==> config.mk <==
export PLATFORM = sky130hd
export DESIGN_NAME = rc4_stream_cipher_top
export DESIGN_NICKNAME = d
export VERILOG_FILES = /design/src/rc4_pkg.sv /design/src/rc4_perm_store.sv /design/src/rc4_key_buf.sv /design/src/rc4_stream_cipher_top.sv
export SDC_FILE = /design/constraint.sdc
export NUM_CORES = 2
export LEC_CHECK = 0
export BUFFER_PORTS_ARGS = -buffer_cell sky130_fd_sc_hd__buf_2
export CELL_PAD_IN_SITES_DETAIL_PLACEMENT = 1
export CELL_PAD_IN_SITES_GLOBAL_PLACEMENT = 1
export CORE_MARGIN = 4
export CORE_UTILIZATION = 25
export CTS_CLUSTER_DIAMETER = 100
export DETAILED_ROUTE_END_ITERATION = 8
export HOLD_SLACK_MARGIN = 0.02
export MAX_ROUTING_LAYER = met4
export PLACE_DENSITY_LB_ADDON = 0.15
export SYNTH_ARGS = -nofsm -noshare
export SYNTH_HDL_FRONTEND = slang
export SYNTH_SLANG_ARGS = --single-unit
==> constraint.sdc <==
create_clock -name clk -period 16.5 [get_ports clk]
set_input_delay 4.125 -clock clk [delete_from_list [all_inputs] [get_ports clk]]
set_output_delay 4.125 -clock clk [all_outputs]
set_load 0.01 [all_outputs]
==> src/rc4_pkg.sv <==
// Shared types and constants for the RC4 stream cipher block.
package rc4_pkg;

  // Longest key kept; later key bytes are dropped.
  localparam logic [8:0] MAX_KEY_LEN = 9'd256;

  localparam logic KIND_KEY  = 1'b0;
  localparam logic KIND_DATA = 1'b1;

  typedef struct packed {
    logic       kind;
    logic [7:0] value;
    logic       last;
  } in_item_t;

  typedef struct packed {
    logic [7:0] out_byte;
    logic       out_last;
  } out_item_t;

  // One access to the permutation table, plus a clear back to identity.
  typedef struct packed {
    logic       en;
    logic       we;
    logic       clear;
    logic [7:0] addr;
    logic [7:0] wdata;
  } perm_req_t;

  // Key loading controls from the sequencer.
  typedef struct packed {
    logic       load;
    logic       last;
    logic       abandon;
    logic [7:0] value;
  } key_ctl_t;

endpackage

==> src/rc4_perm_store.sv <==
// Single-port permutation table with per-entry written flags for identity reset.
module rc4_perm_store (
  input  logic               clk,
  input  logic               rst,
  input  rc4_pkg::perm_req_t req,
  output logic [7:0]         rdata
);

  logic [7:0]   mem [256];
  logic [255:0] filled;
  logic [7:0]   rd_mem;
  logic [7:0]   rd_addr;
  logic         rd_filled;

  // An entry never written since the last clear holds its own index.
  always_ff @(posedge clk) begin
    if (rst) begin
      filled <= '0;
    end else if (req.clear) begin
      filled <= '0;
    end else if (req.en && req.we) begin
      filled[req.addr] <= 1'b1;
    end
  end

  always_ff @(posedge clk) begin
    if (req.en) begin
      if (req.we) begin
        mem[req.addr] <= req.wdata;
      end else begin
        rd_mem    <= mem[req.addr];
        rd_addr   <= req.addr;
        rd_filled <= filled[req.addr];
      end
    end
  end

  assign rdata = rd_filled ? rd_mem : rd_addr;

endmodule

==> src/rc4_key_buf.sv <==
// Key byte store with fill count and key length for the key schedule.
module rc4_key_buf (
  input  logic              clk,
  input  logic              rst,
  input  rc4_pkg::key_ctl_t ctl,
  input  logic [7:0]        raddr,
  output logic [7:0]        rdata,
  output logic [8:0]        key_len
);

  logic [7:0] mem [256];
  logic [8:0] count;
  logic       loading;
  logic [8:0] base;
  logic       room;

  // A key byte arriving outside a load starts a fresh key.
  assign base = loading ? count : 9'd0;
  assign room = base < rc4_pkg::MAX_KEY_LEN;

  always_ff @(posedge clk) begin
    if (rst) begin
      count   <= '0;
      loading <= 1'b0;
    end else if (ctl.load) begin
      loading <= !ctl.last;
      if (room) begin
        count <= base + 9'd1;
      end else begin
        count <= base;
      end
    end else if (ctl.abandon) begin
      loading <= 1'b0;
    end
  end

  always_ff @(posedge clk) begin
    if (ctl.load && room) begin
      mem[base[7:0]] <= ctl.value;
    end
    rdata <= mem[raddr];
  end

  assign key_len = (count == 9'd0) ? 9'd1 : count;

endmodule

==> src/rc4_stream_cipher_top.sv <==
// RC4 stream cipher top level: sequencer around the permutation and key stores.
// A key byte is stored as it is taken; one flagged last adds a key schedule (read S[k]
// and S[j], write both back, for each of 256 steps) before the next item. A data
// byte reads S[i+1], S[j] and S[t], then writes the swap back, the last write held
// while a result waits; the result is registered and appears in the cycle after it.
// Reset (synchronous) restores the identity permutation, clears i, j and key state.
module rc4_stream_cipher_top (
  input  logic               clk,
  input  logic               rst,
  input  logic               req_valid,
  output logic               req_stall,
  input  rc4_pkg::in_item_t  req_item,
  output logic               rsp_valid,
  input  logic               rsp_stall,
  output rc4_pkg::out_item_t rsp_item
);

  localparam logic [3:0] ST_IDLE   = 4'd0;
  localparam logic [3:0] ST_SCH_RK = 4'd1;
  localparam logic [3:0] ST_SCH_RJ = 4'd2;
  localparam logic [3:0] ST_SCH_WK = 4'd3;
  localparam logic [3:0] ST_SCH_WJ = 4'd4;
  localparam logic [3:0] ST_KS_RJ  = 4'd5;
  localparam logic [3:0] ST_KS_RT  = 4'd6;
  localparam logic [3:0] ST_KS_WI  = 4'd7;
  localparam logic [3:0] ST_KS_WJ  = 4'd8;

  logic [3:0] state;
  logic [3:0] state_next;
  logic [7:0] idx_i;
  logic [7:0] idx_j;
  logic [7:0] kp;

  // Values captured during one swap step.
  logic [7:0] sa;
  logic [7:0] sb;
  logic [7:0] t_addr;
  logic [7:0] dat_q;
  logic       last_q;

  rc4_pkg::perm_req_t perm_req;
  rc4_pkg::key_ctl_t  key_ctl;
  logic [7:0]         perm_rdata;
  logic [7:0]         key_rdata;
  logic [8:0]         key_len;

  logic       req_fire;
  logic       out_free;
  logic [7:0] i_inc;
  logic [7:0] j_sched;
  logic [7:0] j_ks;
  logic [7:0] t_sum;
  logic [8:0] kp_inc;
  logic [7:0] ks;

  // Items are only taken while the sequencer is idle; a waiting result does not
  // hold up the input side because it sits in its own output register.
  assign req_stall = (state != ST_IDLE);
  assign req_fire  = req_valid && !req_stall;
  assign out_free  = !rsp_valid || !rsp_stall;

  assign i_inc   = idx_i + 8'd1;
  assign j_sched = idx_j + perm_rdata + key_rdata;
  assign j_ks    = idx_j + perm_rdata;
  assign t_sum   = sa + perm_rdata;
  assign kp_inc  = {1'b0, kp} + 9'd1;

  // The keystream entry was read before the swap was written back, so an address
  // that hits i or j takes the swapped value instead of the stale read data.
  always_comb begin
    if (t_addr == idx_i) begin
      ks = sb;
    end else if (t_addr == idx_j) begin
      ks = sa;
    end else begin
      ks = perm_rdata;
    end
  end

  assign key_ctl.load    = req_fire && (req_item.kind == rc4_pkg::KIND_KEY);
  assign key_ctl.last    = req_item.last;
  assign key_ctl.abandon = req_fire && (req_item.kind == rc4_pkg::KIND_DATA);
  assign key_ctl.value   = req_item.value;

  // Table access for each step of the sequence.
  always_comb begin
    perm_req.en    = 1'b0;
    perm_req.we    = 1'b0;
    perm_req.clear = 1'b0;
    perm_req.addr  = idx_i;
    perm_req.wdata = sa;
    unique case (state)
      ST_IDLE: begin
        if (req_fire) begin
          if (req_item.kind == rc4_pkg::KIND_DATA) begin
            perm_req.en   = 1'b1;
            perm_req.addr = i_inc;
          end else if (req_item.last) begin
            perm_req.clear = 1'b1;
          end
        end
      end
      ST_SCH_RK: begin
        perm_req.en = 1'b1;
      end
      ST_SCH_RJ: begin
        perm_req.en   = 1'b1;
        perm_req.addr = j_sched;
      end
      ST_SCH_WK: begin
        perm_req.en    = 1'b1;
        perm_req.we    = 1'b1;
        perm_req.wdata = perm_rdata;
      end
      ST_SCH_WJ: begin
        perm_req.en   = 1'b1;
        perm_req.we   = 1'b1;
        perm_req.addr = idx_j;
      end
      ST_KS_RJ: begin
        perm_req.en   = 1'b1;
        perm_req.addr = j_ks;
      end
      ST_KS_RT: begin
        perm_req.en   = 1'b1;
        perm_req.addr = t_sum;
      end
      ST_KS_WI: begin
        perm_req.en    = 1'b1;
        perm_req.we    = 1'b1;
        perm_req.wdata = sb;
      end
      ST_KS_WJ: begin
        perm_req.en   = 1'b1;
        perm_req.we   = 1'b1;
        perm_req.addr = idx_j;
      end
      default: begin
        perm_req.en = 1'b0;
      end
    endcase
  end

  always_comb begin
    state_next = state;
    unique case (state)
      ST_IDLE: begin
        if (req_fire) begin
          if (req_item.kind == rc4_pkg::KIND_DATA) begin
            state_next = ST_KS_RJ;
          end else if (req_item.last) begin
            state_next = ST_SCH_RK;
          end
        end
      end
      ST_SCH_RK: state_next = ST_SCH_RJ;
      ST_SCH_RJ: state_next = ST_SCH_WK;
      ST_SCH_WK: state_next = ST_SCH_WJ;
      ST_SCH_WJ: state_next = (idx_i == 8'hFF) ? ST_IDLE : ST_SCH_RK;
      ST_KS_RJ:  state_next = ST_KS_RT;
      ST_KS_RT:  state_next = ST_KS_WI;
      ST_KS_WI:  state_next = ST_KS_WJ;
      ST_KS_WJ:  state_next = out_free ? ST_IDLE : ST_KS_WJ;
      default:   state_next = ST_IDLE;
    endcase
  end

  // During the schedule idx_i is the step counter k and idx_j the schedule j;
  // both end at zero, as the keystream expects.
  always_ff @(posedge clk) begin
    if (rst) begin
      state     <= ST_IDLE;
      idx_i     <= '0;
      idx_j     <= '0;
      kp        <= '0;
      rsp_valid <= 1'b0;
    end else begin
      state <= state_next;
      if (state == ST_IDLE && req_fire) begin
        if (req_item.kind == rc4_pkg::KIND_DATA) begin
          idx_i <= i_inc;
        end else if (req_item.last) begin
          idx_i <= '0;
          idx_j <= '0;
          kp    <= '0;
        end
      end
      if (state == ST_SCH_RJ) begin
        idx_j <= j_sched;
      end
      if (state == ST_KS_RJ) begin
        idx_j <= j_ks;
      end
      if (state == ST_SCH_WJ) begin
        idx_i <= i_inc;
        kp    <= (kp_inc == key_len) ? 8'd0 : kp_inc[7:0];
        if (idx_i == 8'hFF) begin
          idx_j <= '0;
        end
      end
      if (state == ST_KS_WJ && out_free) begin
        rsp_valid <= 1'b1;
      end else if (!rsp_stall) begin
        rsp_valid <= 1'b0;
      end
    end
  end

  always_ff @(posedge clk) begin
    if (state == ST_IDLE && req_fire) begin
      dat_q  <= req_item.value;
      last_q <= req_item.last;
    end
    if (state == ST_SCH_RJ || state == ST_KS_RJ) begin
      sa <= perm_rdata;
    end
    if (state == ST_KS_RT) begin
      sb     <= perm_rdata;
      t_addr <= t_sum;
    end
    if (state == ST_KS_WJ && out_free) begin
      rsp_item.out_byte <= dat_q ^ ks;
      rsp_item.out_last <= last_q;
    end
  end

  rc4_perm_store u_perm (
    .clk   (clk),
    .rst   (rst),
    .req   (perm_req),
    .rdata (perm_rdata)
  );

  rc4_key_buf u_key (
    .clk     (clk),
    .rst     (rst),
    .ctl     (key_ctl),
    .raddr   (kp),
    .rdata   (key_rdata),
    .key_len (key_len)
  );

  // A last key byte starts the schedule in the next cycle.
  a_sched_start: assert property (@(posedge clk) disable iff (rst)
    (req_fire && req_item.kind == rc4_pkg::KIND_KEY && req_item.last)
      |=> (state == ST_SCH_RK))
    else $error("key schedule did not start after last key byte");

  // The schedule ends with both indices cleared.
  a_sched_end: assert property (@(posedge clk) disable iff (rst)
    (state == ST_SCH_WJ && idx_i == 8'hFF)
      |=> (state == ST_IDLE && idx_i == 8'd0 && idx_j == 8'd0))
    else $error("indices not cleared at end of key schedule");

  // A new result only comes from the final keystream step.
  a_rsp_source: assert property (@(posedge clk) disable iff (rst)
    $rose(rsp_valid) |-> ($past(state) == ST_KS_WJ))
    else $error("result raised outside the keystream write-back");

  // The last keystream step waits while the output register is full.
  a_rsp_hold: assert property (@(posedge clk) disable iff (rst)
    (state == ST_KS_WJ && !out_free) |=> (state == ST_KS_WJ))
    else $error("keystream step left while result still waiting");

endmodule

## After elaboration in Yosys (flattened, before gate mapping)

Memory sizes are Yosys's and may differ from the RTL's. A register that Yosys moved wholly into a read port is not among the register bits.
Index checks and enable logic that the tools add are counted.

| cells by class | value |
|---|---|
| add/subtract/negate cells | 6 |
| magnitude comparators | 3 |
| muxes and demuxes | 51 |
| reduce and logical (&&, ||, !) cells | 29 |
| equality and inequality tests | 16 |
| bitwise logic cells | 4 |

Operator list:

| kind | number |
|---|---|
| OR 256 bit | 1 |
| 2-to-1 mux 8 bit | 19 |
| one-hot mux 8 bit (5 select lines) | 1 |
| 2-to-1 mux 9 bit | 4 |
| one-hot mux 4 bit (9 select lines) | 1 |
| adder 8 bit | 3 |
| 2-to-1 mux 1 bit | 18 |
| equality test 4 x 3 -> 1 bit, second input constant | 4 |
| equality test 8 bit | 2 |
| 2-to-1 mux 4 bit | 4 |
| one-hot mux 8 bit (2 select lines) | 1 |
| adder 8 x 1 -> 9 bit, second input constant | 1 |
| adder 9 x 1 -> 9 bit, second input constant | 1 |
| equality test 9 bit | 1 |
| zero test 9 bit | 1 |
| < comparator 8 x 9 -> 1 bit, second input constant | 1 |
| < comparator 9 bit, second input constant | 1 |
| adder 8 x 1 -> 8 bit, second input constant | 1 |
| binary-select mux 1 bit (select 8 bit) | 1 |
| demux 1 bit (select 8 bit) | 1 |
| equality test 4 x 2 -> 1 bit, second input constant | 2 |
| equality test 8 bit, second input constant | 1 |
| >= comparator 8 x 1 -> 1 bit, second input constant | 1 |
| logical AND 1 bit | 8 |
| 19 further kinds | 30 |

| storage, ports and cells | value |
|---|---|
| register bits | 346 |
| RAM bits | 4,096 |
| memories kept | 2 |
| input bits | 14 |
| logic and storage cells | 128 |

Memory list:

| memory | words | width | read ports | clocked after memory_dff | wr ports | RTL line | source |
|---|---|---|---|---|---|---|---|
| u_key.mem | 256 | 8 | 1 | 1 | 1 | rc4_key_buf.sv:11 | `logic [7:0] mem [256];` |
| u_perm.mem | 256 | 8 | 1 | 1 | 1 | rc4_perm_store.sv:9 | `logic [7:0] mem [256];` |

## Longest topological paths before layout

| logic depth | value |
|---|---|
| depth after elaboration | 10 |
| mapped depth | 22 |
| depth with buffers taken out | 19 |

## Cells and area by module

From an unflattened synthesis, not the netlist that was laid out.

| unflattened totals | value |
|---|---|
| cells, all modules | 8,609 |
| area total of the unflattened synthesis | 172,930.9 um^2 |

Modules (own cells, without submodules):

| module | area each (um^2) | cells an instance | instances | seq. area each (um^2) |
|---|---|---|---|---|
| rc4_perm_store | 87,791.7 | 4,225 | 1 | 67,134.4 |
| rc4_key_buf | 80,335.8 | 3,862 | 1 | 61,859.3 |
| rc4_stream_cipher_top | 4,803.4 | 522 | 1 | 1,841.8 |

## Worst setup path before layout

Ideal clock, no wire load.

| timing path | value |
|---|---|
| path type | reg-to-reg |
| start | register state[1] |
| end | memory u_perm.mem[0][2], data pin |
| data required time | 14,313 ps |
| path slack | 2,836 ps |
| cell stages (with the launch flop) | 7 |
| arrival time | 11,476 ps |
| period minus slack after synthesis | 13,664 ps |
| cell sequence | dfxtp_1 > clkbuf_1 > buf_2 > buf_1 > nand2_1 > clkbuf_1 > o21ai_0 |

RTL lines:

| what | RTL line | source |
|---|---|---|
| start, declared | rc4_stream_cipher_top.sv:28 | `logic [3:0] state;` |
| start signal, assigned | rc4_stream_cipher_top.sv:178 | `state <= state_next;` |
| end, declared | rc4_perm_store.sv:9 |  |

## Worst setup path in the final report

| timing path | value |
|---|---|
| start | input port req_item[9] (netlist name) |
| end | register u_perm.rd_mem[2] (read register of u_perm.mem), data pin |

| between the ends | value |
|---|---|
| cells in the longest elaborated chain, start to end | 4 |

Ends and longest elaborated chain:

| what | RTL line | source |
|---|---|---|
| start, declared | rc4_stream_cipher_top.sv:12 | `input rc4_pkg::in_item_t req_item,` |
| 2-to-1 mux 1 bit | rc4_stream_cipher_top.sv:95 | `if (req_item.kind == rc4_pkg::KIND_DATA) begin` |
| 2-to-1 mux 1 bit | rc4_stream_cipher_top.sv:94 | `if (req_fire) begin` |
| one-hot mux 1 bit (2 select lines) | rc4_stream_cipher_top.sv:92 | `unique case (state)` |
| AND reduction 2 bit (no source line) | -- |  |
| end, declared | rc4_perm_store.sv:11 | `logic [7:0] rd_mem;` |

Several ways; a longest one is shown, not always the timed one.
A chain may end at the register's enable or synchronous reset.

==> results.md <==
- Status: complete, no violations
- Ratio of cells with drive above 1 in the final layout: 16.7%
- Dpl hpwl: 344,000 µm
- Clk pin slew, worst setup/hold paths: 0.05 ns
- Max-slew violation count: 0
- Layout filler cell count: 73.0k
- CP Class: primary input to register
- Routed Antenna Nets: 0
- Post-place setup slack: 6.17 ns
- Die area: 720,000 µm²
- Core Area: 704,000 µm²
- Area growth, synth to finish: 16.4%
- Worst setup slack after layout: 7.18 ns
- Drt pass-1 iters: 5
- Crit-path max cell delay: 0.94 ns
- Count of cell types in the netlist: 79
- Min Tclk post-route: 9.32 ns
- Slowest CP cell: nand3_1
- Syn Std Cell Area: 177,000 µm²
- Die Span X: 848 µm
- Commonest cells after routing, fill and taps aside: 4,155 x edfxtp_1, 1,260 x nand2_1, 667 x mux4_2
- Nets: 11.1k
- Clock sinks: 4,458
- Yosys Warn Count: 0
- Initial antenna violation count: 36
- Yosys top cell by area: edfxtp_1
- Setup crit end kind: register
- DRC Markers: 0
- Top FF cell, synth: edfxtp_1
- Post CTS Setup Buffer Count: 0
- GPL Wtd Cong: 0.779
- Worst-Margin Slew: 1.38 ns
- Cell count after placement: 19.8k
- Crit path required time: 17.24 ns
- Leakage power: 63.3 nW
- Net count after synthesis: 11.0k
- Hold buffer count at CTS: 0
- Clock skew: 0.0746 ns
- Vias in the first global route: 106k
- Htree depth: 6
- Initial drt markers: 7,849
- Slew headroom: 7.86%
- Setup TNS: 0 ns
- Mapped Avg Cell Area: 16.2 µm²
- Register area share after synthesis: 74.1%
- PostCTS Resize Cnt: 0
- CTS max path bufs: 4
- Initial Utilization: 25.1%
- Synthesized flop and latch total: 4,458
- Top-Level Pins: 25
- Vias: 100k
- Routed WL: 582,000 µm
- Final Setup Violations: 0
- GRT overflow: 0
- Synth async-reset ratio: 0%
- Share of the cycle needed by the critical path after routing: 56.5%
- Std cell rows: 308
- Worst Hold Class: register to register
- CP arrival: 10.06 ns
- VDD IR-drop max: 0.134 mV
- RSZ-0062 raised after global routing: no
- PortBufs: 24
- Critical path peak fanout: 67
- R2r setup slk: 8.01 ns
- Final hold vios: 0
- CTS tree: built
- CP Launch Type: primary input
- Max_cap viols: 0
- Hold WS: 0.434 ns
- Via-per-instance ratio: 4.83
- CTS root buffer: clkbuf_16
- Largest net degree at the start of global routing: 166
- Drt wl/cell: 28.1 µm
- Most common cell after layout, fill and taps aside: edfxtp_1
- Number of flops mapped to enable cells by yosys: 4,155
- First-pass GRT wire length: 828,000 µm
- Die extent in y: 848 µm
- Top cells by area, synth: edfxtp_1 71%, mux4_2 8.5%, dfxtp_1 3.4%, nand2_1 2.7%, nand3_1 1.7%
- Synth top area share: 70.7%
- CTS Buf Count: 521
- Synth Instances: 10.9k
- Cell Pwr Density: 159 nW/µm²
- Worst-Skew Late Latency: 1.05 ns
- FMAX: 107 MHz
- Total Routing Usage GR: 16.2%
- Sequence of cells on the critical path: buf_2 > nand2_1 > o211ai_1 > o211ai_1 > a2111oi_2 > or2_4 > buf_4 > buf_4 > nand3_1 > o22ai_1 > nor4_1 > o2bb2ai_1 > or4_1
- Final cell count without fillers: 20.7k
==> final timing paths <==
| path | to | cells past startpoint | from |
|---|---|---|---|
| max | u_perm.rd_mem[2] | 13 | req_item[9] |
| min | rsp_item[0] | 0 | last_q |
| max reg2reg | u_perm.rd_mem[7] | 19 | u_perm.rd_filled |
| min reg2reg | rsp_item[0] | 0 | last_q |
==> logic make-up (layout without fill, tap and decap cells) <==
kind of cell	count (synthesis)	in the layout	synth area share [%]
AO/OA/AOI/OAI	1684	1684	6.24
flip-flops	4458	4458	74.1
adder cells (fa/ha/maj)	31	31	0.233
multiplexers	841	841	9.51
buffers and inverters	834	1349	1.84
other	0	13	0
AND/OR/NAND/NOR	3014	3014	7.80
XOR/XNOR	54	54	0.268
==> stage by stage <==
stage / util, % / power [mW] / cell area (µm²)
final: 29.2 / 32.6 / 205000
after global routing: 29.2 / 34.0 / 205000
after CTS: 29.2 / 33.1 / 205000
after detailed placement: 26.8 / 21.7 / 189000
after global placement: 26.8 / 21.6 / 189000
after floorplan: - / 18.1 / 177000
==> report_power, final <==
group | switching [mW] | internal [mW] | leakage [nW]
Clock | 4.68 | 6.61 | 8.06
Sequential | 0.0490 | 12.9 | 39.8
Combinational | 6.39 | 1.93 | 15.4
Total | 11.1 | 21.5 | 63.3
==> area by class of cell <==
| cell class | count | area, µm² | share of cell area (%) |
|---|---|---|---|
| flip-flops and latches | 4458 | 131000 | 63.7 |
| multi-input cells | 5624 | 43000 | 20.9 |
| clock buffers | 712 | 14400 | 7.00 |
| well taps | 9300 | 11600 | 5.66 |
| repair buffers | 387 | 3250 | 1.58 |
| clock inverters | 229 | 2150 | 1.05 |
| inverters | 21 | 98.8 | 0.0481 |
| diodes | 13 | 32.5 | 0.0158 |
==> per-layer routing <==
layer | vias up | GRT usage, % | routed length, µm
met5 | - | - | 0
met4 | 0 | 3.84 | 14700
met3 | 701 | 1.79 | 21700
met2 | 2147 | 26.9 | 286000
met1 | 54000 | 21.4 | 260000
li1 | 43400 | - | -
==> synthesized netlist by cell type, types with 19 or more instances <==
cell / n
a211oi_1: 27
a21oi_1: 388
a221oi_1: 150
a311oi_1: 59
a31oi_1: 461
and3_1: 310
and4_1: 19
buf_1: 157
buf_2: 83
clkbuf_1: 570
dfxtp_1: 303
edfxtp_1: 4155
ha_1: 28
mux2i_1: 160
mux4_2: 667
nand2_1: 1293
nand3_1: 590
nor2_1: 387
nor2b_1: 20
nor3_1: 256
nor4_1: 19
o21a_1: 258
o21ai_0: 141
o21ai_1: 31
o22ai_1: 62
or3_1: 26
or4_1: 19
xnor2_1: 29
xor2_1: 25
==> worst max-delay path, delay by kind of cell <==
family / cells / cell delay (ns)
simple gates: 5 / 2.50
compound gates: 5 / 1.76
buf+inv: 3 / 1.55
==> registers in the layout, indices dropped and copies added (netlist names) <==
register and cells:
u_perm.mem 2048, dat_q 8, u_perm.rd_addr 8, u_key.count 9, sb 8, t_addr 8, sa 8, u_key.rdata 8
state 4, u_key.mem 2048, idx_i 8, u_key.loading 1, u_perm.rd_mem 8, idx_j 8, u_perm.rd_filled 1, rsp_valid 1
last_q 1, u_perm.filled 256, rsp_item 9, kp 8
No activity file was read; power rests on OpenSTA's default activity.
